==> config.mk <==
export PLATFORM = sky130hd
export DESIGN_NAME = top_k_sorted_list_update
export DESIGN_NICKNAME = d
export VERILOG_FILES = /design/src/sv/tksl_pkg.sv /design/src/sv/tksl_cell.sv /design/src/sv/tksl_emit.sv /design/src/sv/top_k_sorted_list_update.sv
export SDC_FILE = /design/constraint.sdc
export NUM_CORES = 2
export LEC_CHECK = 0
export ABC_CLOCK_PERIOD_IN_PS = 14400
export BUFFER_PORTS_ARGS = -buffer_cell sky130_fd_sc_hd__buf_2
export CORE_MARGIN = 5
export CORE_UTILIZATION = 52
export DETAILED_ROUTE_END_ITERATION = 10
export GPL_ROUTABILITY_DRIVEN = 1
export GPL_TIMING_DRIVEN = 0
export MAX_ROUTING_LAYER = met4
export PLACE_DENSITY = 0.64
export SETUP_SLACK_MARGIN = 0.2
export SLEW_MARGIN = 25
export SYNTH_ARGS = -nofsm -noshare
export SYNTH_HDL_FRONTEND = slang
export SYNTH_SLANG_ARGS = --single-unit
==> constraint.sdc <==
create_clock -name clk -period 14.4 [get_ports clk]
set_clock_uncertainty 0.2 [all_clocks]
set_input_delay 2.16 -clock clk [delete_from_list [all_inputs] [get_ports clk]]
set_output_delay 2.16 -clock clk [all_outputs]
set_load 0.01 [all_outputs]
==> src/sv/tksl_pkg.sv <==
package tksl_pkg;

	localparam int LIST_DEPTH   = 16;
	localparam int CONCEPT_BITS = 16;
	localparam int TOTAL_W      = 32;
	localparam int LIMIT_W      = 5;
	localparam int CNT_W        = $clog2(LIST_DEPTH + 1);
	localparam int IDX_W        = (LIST_DEPTH > 1) ? $clog2(LIST_DEPTH) : 1;

	typedef struct packed {
		logic [CONCEPT_BITS-1:0] concept;
		logic [TOTAL_W-1:0]      total;
	} entry_t;

	typedef struct packed {
		logic we;
		logic slot_valid;
	} cell_ctl_t;

	typedef enum logic {
		ST_IDLE,
		ST_EMIT
	} emit_state_t;

endpackage

==> src/sv/tksl_cell.sv <==
module tksl_cell (
	input  logic               clk,
	input  tksl_pkg::cell_ctl_t ctl,
	input  tksl_pkg::entry_t    new_ent,
	input  tksl_pkg::entry_t    prev_ent,
	input  tksl_pkg::entry_t    next_ent,
	input  logic               prev_cand,
	input  logic               next_lt,
	input  logic               above,
	output tksl_pkg::entry_t    ent,
	output logic               cand,
	output logic               lt,
	output logic               below
);
	import tksl_pkg::*;

	entry_t ent_q;
	entry_t ent_d;
	logic   gt;
	logic   hit;

	assign gt    = $signed(new_ent.total) > $signed(ent_q.total);
	assign cand  = ctl.slot_valid ? gt : 1'b1;
	assign lt    = ctl.slot_valid & ($signed(new_ent.total) < $signed(ent_q.total));
	assign hit   = ctl.slot_valid & (ent_q.concept == new_ent.concept);
	assign below = above | hit;
	assign ent   = ent_q;

	always_comb begin
		if (above) begin
			if (next_lt) begin
				ent_d = next_ent;
			end else if (lt) begin
				ent_d = new_ent;
			end else begin
				ent_d = ent_q;
			end
		end else if (hit) begin
			if (prev_cand) begin
				ent_d = prev_ent;
			end else if (next_lt) begin
				ent_d = next_ent;
			end else begin
				ent_d = new_ent;
			end
		end else begin
			if (prev_cand) begin
				ent_d = prev_ent;
			end else if (cand) begin
				ent_d = new_ent;
			end else begin
				ent_d = ent_q;
			end
		end
	end

	always_ff @(posedge clk) begin
		if (ctl.we) begin
			ent_q <= ent_d;
		end
	end

endmodule

==> src/sv/tksl_emit.sv <==
module tksl_emit (
	input  logic                        clk,
	input  logic                        arst_n,
	input  logic                        start,
	input  logic [tksl_pkg::CNT_W-1:0]  count,
	input  tksl_pkg::entry_t            rd_ent,
	output logic [tksl_pkg::IDX_W-1:0]  rd_idx,
	output logic                        in_ready,
	output logic                        out_valid,
	input  logic                        out_ready,
	output logic [3:0]                  rank,
	output logic [15:0]                 entry_concept,
	output logic [31:0]                 entry_total,
	output logic                        list_empty,
	output logic                        last
);
	import tksl_pkg::*;

	emit_state_t state_q;
	emit_state_t state_d;
	logic [IDX_W-1:0] idx_q;
	logic             load;
	logic             is_last;
	logic             is_empty;
	logic             valid_q;
	logic [3:0]       rank_q;
	logic [15:0]      concept_q;
	logic [31:0]      total_q;
	logic             empty_q;
	logic             last_q;

	assign is_empty = (count == '0);
	assign is_last  = is_empty | ((CNT_W'(idx_q) + CNT_W'(1)) == count);

	always_comb begin
		state_d = state_q;
		case (state_q)
			ST_IDLE: begin
				if (start) begin
					state_d = ST_EMIT;
				end
			end
			ST_EMIT: begin
				if (load && is_last) begin
					state_d = ST_IDLE;
				end
			end
			default: state_d = ST_IDLE;
		endcase
	end

	always_comb begin
		in_ready = 1'b0;
		load     = 1'b0;
		case (state_q)
			ST_IDLE: in_ready = 1'b1;
			ST_EMIT: load = ~valid_q | out_ready;
			default: begin
				in_ready = 1'b0;
				load     = 1'b0;
			end
		endcase
	end

	always_ff @(posedge clk or negedge arst_n) begin
		if (!arst_n) begin
			state_q <= ST_IDLE;
			idx_q   <= '0;
			valid_q <= 1'b0;
		end else begin
			state_q <= state_d;
			if (start) begin
				idx_q <= '0;
			end else if (load) begin
				idx_q <= idx_q + IDX_W'(1);
			end
			if (load) begin
				valid_q <= 1'b1;
			end else if (out_ready) begin
				valid_q <= 1'b0;
			end
		end
	end

	always_ff @(posedge clk) begin
		if (load) begin
			if (is_empty) begin
				rank_q    <= '0;
				concept_q <= '0;
				total_q   <= '0;
				empty_q   <= 1'b1;
			end else begin
				rank_q    <= 4'(idx_q);
				concept_q <= 16'(rd_ent.concept);
				total_q   <= rd_ent.total;
				empty_q   <= 1'b0;
			end
			last_q <= is_last;
		end
	end

	assign rd_idx        = idx_q;
	assign out_valid     = valid_q;
	assign rank          = rank_q;
	assign entry_concept = concept_q;
	assign entry_total   = total_q;
	assign list_empty    = empty_q;
	assign last          = last_q;

endmodule

==> src/sv/top_k_sorted_list_update.sv <==
// Keeps one list of (concept, total) pairs sorted by total, highest first.
// Input channel: in_valid and in_ready with concept_id, new_total (signed
// Q16.16) and batch_end. Output channel: out_valid and out_ready with rank,
// entry_concept, entry_total, list_empty and last. The list limit is written
// through cfg_we and cfg_wdata; the user must write it only while the block
// is idle, a rule that the block itself leaves to the user. An update is
// applied by the row of cells at the edge where the input transfer takes
// place. With batch_end set, the input transfer starts the emitter, which
// then loads the results into the output register, one result per cycle
// while the receiver does not stall; an empty list yields a single empty
// marker. The emission counter steps through the cells. in_ready stays low
// until the last result of an emission has been loaded.
// When the receiver stalls, the output register holds its result and the
// emission waits; a new item can be taken while the final result waits.
// Reset empties the list, sets the limit to the full depth and clears the
// output valid flag; the cell contents and output data are not cleared.
module top_k_sorted_list_update (
	input  logic                          clk,
	input  logic                          arst_n,
	input  logic                          cfg_we,
	input  logic [tksl_pkg::LIMIT_W-1:0]  cfg_wdata,
	input  logic                          in_valid,
	output logic                          in_ready,
	input  logic [15:0]                   concept_id,
	input  logic signed [31:0]            new_total,
	input  logic                          batch_end,
	output logic                          out_valid,
	input  logic                          out_ready,
	output logic [3:0]                    rank,
	output logic [15:0]                   entry_concept,
	output logic signed [31:0]            entry_total,
	output logic                          list_empty,
	output logic                          last
);
	import tksl_pkg::*;

	logic [LIMIT_W-1:0] limit_q;
	logic [CNT_W-1:0]   count_q;
	logic [CNT_W-1:0]   eff_lim;
	logic [CNT_W-1:0]   cnt_inc;
	logic [CNT_W-1:0]   trimmed;
	entry_t             new_ent;
	entry_t             ent [LIST_DEPTH];
	logic [LIST_DEPTH-1:0] cand;
	logic [LIST_DEPTH-1:0] lt;
	logic [LIST_DEPTH-1:0] below;
	logic [LIST_DEPTH-1:0] slot_valid;
	logic               hit_any;
	logic               found;
	logic               room;
	logic               accept;
	logic               we;
	logic [IDX_W-1:0]   rd_idx;
	logic [31:0]        total_out;

	assign accept          = in_valid & in_ready;
	assign new_ent.concept = CONCEPT_BITS'(concept_id);
	assign new_ent.total   = new_total;

	assign eff_lim = (int'(limit_q) > LIST_DEPTH) ? CNT_W'(LIST_DEPTH) : CNT_W'(limit_q);
	assign cnt_inc = (int'(count_q) < LIST_DEPTH) ? count_q + CNT_W'(1) : count_q;
	assign trimmed = (cnt_inc > eff_lim) ? eff_lim : cnt_inc;
	assign room    = count_q < eff_lim;
	assign hit_any = below[LIST_DEPTH-1];
	assign found   = |(cand & slot_valid);
	assign we      = accept & (hit_any | found | room);

	for (genvar g = 0; g < LIST_DEPTH; g++) begin : g_cell
		cell_ctl_t ctl;
		entry_t    prev_ent;
		entry_t    next_ent;
		logic      prev_cand;
		logic      next_lt;
		logic      above;

		assign slot_valid[g]  = CNT_W'(g) < count_q;
		assign ctl.we         = we;
		assign ctl.slot_valid = slot_valid[g];

		if (g == 0) begin : g_head
			assign prev_ent  = new_ent;
			assign prev_cand = 1'b0;
			assign above     = 1'b0;
		end else begin : g_body
			assign prev_ent  = ent[g-1];
			assign prev_cand = cand[g-1];
			assign above     = below[g-1];
		end

		if (g == LIST_DEPTH - 1) begin : g_tail
			assign next_ent = new_ent;
			assign next_lt  = 1'b0;
		end else begin : g_inner
			assign next_ent = ent[g+1];
			assign next_lt  = lt[g+1];
		end

		tksl_cell u_cell (
			.clk       (clk),
			.ctl       (ctl),
			.new_ent   (new_ent),
			.prev_ent  (prev_ent),
			.next_ent  (next_ent),
			.prev_cand (prev_cand),
			.next_lt   (next_lt),
			.above     (above),
			.ent       (ent[g]),
			.cand      (cand[g]),
			.lt        (lt[g]),
			.below     (below[g])
		);
	end

	always_ff @(posedge clk or negedge arst_n) begin
		if (!arst_n) begin
			limit_q <= LIMIT_W'(LIST_DEPTH);
			count_q <= '0;
		end else begin
			if (cfg_we) begin
				limit_q <= cfg_wdata;
			end
			if (accept && !hit_any) begin
				if (found) begin
					count_q <= trimmed;
				end else if (room) begin
					count_q <= count_q + CNT_W'(1);
				end
			end
		end
	end

	tksl_emit u_emit (
		.clk           (clk),
		.arst_n        (arst_n),
		.start         (accept & batch_end),
		.count         (count_q),
		.rd_ent        (ent[rd_idx]),
		.rd_idx        (rd_idx),
		.in_ready      (in_ready),
		.out_valid     (out_valid),
		.out_ready     (out_ready),
		.rank          (rank),
		.entry_concept (entry_concept),
		.entry_total   (total_out),
		.list_empty    (list_empty),
		.last          (last)
	);

	assign entry_total = total_out;

endmodule

==> impl_metrics.csv <==
group,metric,value,unit
worst_setup_path,slowest_stage,"clkbuf_1",
floorplan,dieArea,138000,µm²
cells_and_area,final_common_cell,"edfxtp_1",
floorplan,core_area,130000,µm²
timing,setup_viol,0,
global_route,grt_pass1_vias,64000,
timing,period_needed,10140,ps
cts,htreeDepth,3,
cts,cts_resized,0,
timing,period_share,70.4,%
worst_setup_path,critPathRequiredTime,14670,ps
cells_and_area,fin_nets,7868,
worst_setup_path,worstPathCellList,"buf_2 > ha_1 > nand4_1 > a2111o_1 > o211ai_1 > nand2_1 > a22o_1 > o21a_1 > clkbuf_1 > nand2b_1 > clkbuf_1 > clkbuf_1 > nor4_1 > nor4_2 > buf_2 > buf_2 > buf_2 > buf_2",
routing,wl,386000,µm
run_status,outcome,"finished with violations",
synth,syn-num-nets,7490,
cts,worstSkewPairLatency,800,ps
routing,vias,69000,
worst_setup_path,reg2reg_to,"g_cell[7].u_cell.ent[15]",
power,cellPowerDensity,172,nW/µm²
synth,synth_area_leaders,"edfxtp_1, ha_1, mux4_2",
floorplan,io_pins,115,
global_route,grt_start_max_net_pins,31,
synth,yosys.area.top_type,"edfxtp_1",
floorplan,die_w,372,µm
synth,synthCells,6906,
cts,numCtsBuffers,104,
cells_and_area,seq_area,25100,µm²
power,vdd.ir_drop.worst,0.132,mV
hold_path,min-delay-start,"limit_q[1]",
flow_run,maxCapViolCount,0,
synth,yosys_warnings,0,
synth,netlist.area_leader.share,36.3,%
global_route,antenna_found_initial,43,
power,p_total,0.0131,W
global_route,grt.total_usage,55.8,%
timing,max-slew-margin-rel,13.9,%
synth,ys.flop_type,"edfxtp_1",
hold_path,worstHoldPathType,"register to register",
worst_setup_path,cp_slowest_stage_delay,940,ps
power,leakagePower,31.1,nW
worst_setup_path,worst_path_most_repeated_cell,"buf_2",
cts,cts_buffer_depth,3,
hold_path,whs_path_depth,1,
cts,numClockSinks,838,
timing,setup_slack,4260,ps
placed_design,dp_hpwl,299000,µm
worst_setup_path,cp-end-kind,"register",
worst_setup_path,arrival,10420,ps
placed_design,placed_cell_area,72500,µm²
placed_design,portBuffers,98,
timing,finalHoldViolations,0,
worst_setup_path,crit_fanout,17,
placed_design,gp_congestion,1.11,
cts,post_cts_buffers,0,
cells_and_area,fillers,11500,
timing,grt_setup_unrepaired,"false",
timing,max_freq,98.6,MHz
cts,cts_root_buffer,"clkbuf_16",
hold_path,holdPathEnd,"limit_q[1]",
worst_setup_path,timing.rr.start,"g_cell[6].u_cell.ent[7]",
cells_and_area,final_cell_mix,"edfxtp_1, a21oi_1, inv_1, nor2_1, ha_1",
routing,vias_per_cell,7.51,
synth,ys_seq_area_share,36.9,%
cts,holdBufCountCts,0,
cells_and_area,syn2layout_area_growth,12.0,%
global_route,grt_pass1_wl,517000,µm
floorplan,start_util,52.4,%
floorplan,fp-row-count,132,
worst_setup_path,rr_worst_depth,19,
global_route,gr-total-overflow,0,
cells_and_area,postLayoutCoreUtil,58.7,%
worst_setup_path,ff2ff_setup_slack,5640,ps
synth,async_flop_share,1.91,%
synth,synth_seq_cells,838,
timing,drv_slew,0,
synth,syn_area_per_cell,9.86,µm²
placed_design,pre_cts_ws,4290,ps
synth,synth_cell_types,89,
floorplan,fp.dieH,372,µm
cells_and_area,layout-drive-gt1-share,13.7,%
timing,worst_slew_pin_slew,1290,ps
routing,detail-route-antenna-nets,0,
routing,drc,3,
cells_and_area,finalInstanceArea,76200,µm²
cts,cts_tree,"built",
synth,netlist_area,68100,µm²
worst_setup_path,cp-start-kind,"input pin",
run_status,violations,"DRC",
worst_setup_path,criticalPathCategory,"input pin to register",
cells_and_area,multi_input_area,38900,µm²
routing,drt_iter0_drc,13500,
cts,clk_pin_slew,60,ps
routing,wire_per_inst,42.0,µm
routing,first_pass_iters,11,
synth,synth_edf_count,822,
worst max-delay path by stage:
stage | start | endpoint | slack (ps) | cells past startpoint
2_1_floorplan | new_total[0] | g_cell[7].u_cell.ent[0] | 4320 | 15
3_3_place_gp | new_total[27] | g_cell[14].u_cell.ent[27] | -5990 | 12
3_5_place_dp | new_total[0] | g_cell[7].u_cell.ent[16] | 4290 | 20
4_1_cts | new_total[0] | g_cell[7].u_cell.ent[16] | 5050 | 20
5_1_grt | new_total[14] | g_cell[7].u_cell.ent[15] | 4760 | 18
6_report | new_total[14] | g_cell[7].u_cell.ent[15] | 4260 | 18
through the flow:
step | hold WS [ps] | std cells | setup TNS [ps]
2_1_floorplan | 273 | 6906 | 0
3_3_place_gp | 298 | 8746 | -2537990
3_5_place_dp | 300 | 8920 | 0
4_1_cts | 313 | 9112 | 0
5_1_grt | 334 | 9166 | 0
6_report | 310 | 9186 | 0
state kept, by name (all words and copies together), names as in the netlist:
| name | flops |
|---|---|
| count_q | 5 |
| g_cell.u_cell.ent | 768 |
| u_emit.rd_idx | 4 |
| u_emit.entry_total | 32 |
| limit_q | 5 |
| u_emit.last | 1 |
| u_emit.list_empty | 1 |
| u_emit.entry_concept | 16 |
| u_emit.rank | 4 |
| u_emit.out_valid | 1 |
| u_emit.state_q | 1 |
synth_stat cells (10+ instances only):
cell         n
inv_1      536
ha_1       525
edfxtp_1   822
dfrtp_1     15
nand2_1    418
nand4_1    126
o21a_1      13
a21oi_1    656
mux2_2      72
or4_1       16
a211oi_1    18
nor2_1     532
and4_1      12
o22a_1     119
nor2b_1     79
nand2b_1    22
a221oi_1    15
o22ai_1    231
nand3_1     74
mux4_2     240
o21ai_0    311
xor2_1     173
o211ai_1    19
or3_1       11
nor3_1      51
and3_1      14
xnor2_1     95
buf_4       10
buf_2       67
mux2i_1    485
clkbuf_1   434
a21o_1      44
nor4_1      86
or2_2       14
a2bb2oi_1   96
a22oi_1    231
buf_1       71
a31oi_1     13
worst max-delay path, delay by kind of cell:
family          cells  cell delay [ps]
simple gates        5             2390
fa+ha+maj           1              290
buf+inv             8             3940
compound gates      4             1560
final cells by class:
class,count,area share [%]
Multi-Input combinational cell,4943,51.0
Clock buffer,123,3.60
Timing Repair Buffer,272,2.47
Buffer,588,3.27
Inverter,537,2.65
Antenna cell,74,0.243
Tap cell,1742,2.86
Sequential cell,838,32.9
Clock inverter,69,0.983
kinds of logic after synthesis:
family / Yosys count / synth area share (%)
simple gates: 1513 / 10.5
fa+ha+maj: 525 / 9.65
mux: 797 / 16.3
buf+inv: 1125 / 6.45
flops: 838 / 36.9
compound gates: 1840 / 16.9
xor+xnor: 268 / 3.45
power breakdown:
group	switching [W]	internal, W	leakage, nW
Sequential	0.000259	0.00328	7.63
Clock	0.00126	0.00160	1.71
Combinational	0.00449	0.00223	21.8
per-layer routing:
metal,track usage (%),up-vias,part of all wire [%]
met2,71.9,7160,38
met1,64.6,32900,34
li1,-,26800,-
met4,47.2,0,11
met5,-,-,0
met3,26.4,2049,17
(Power assumes the default switching activity.)
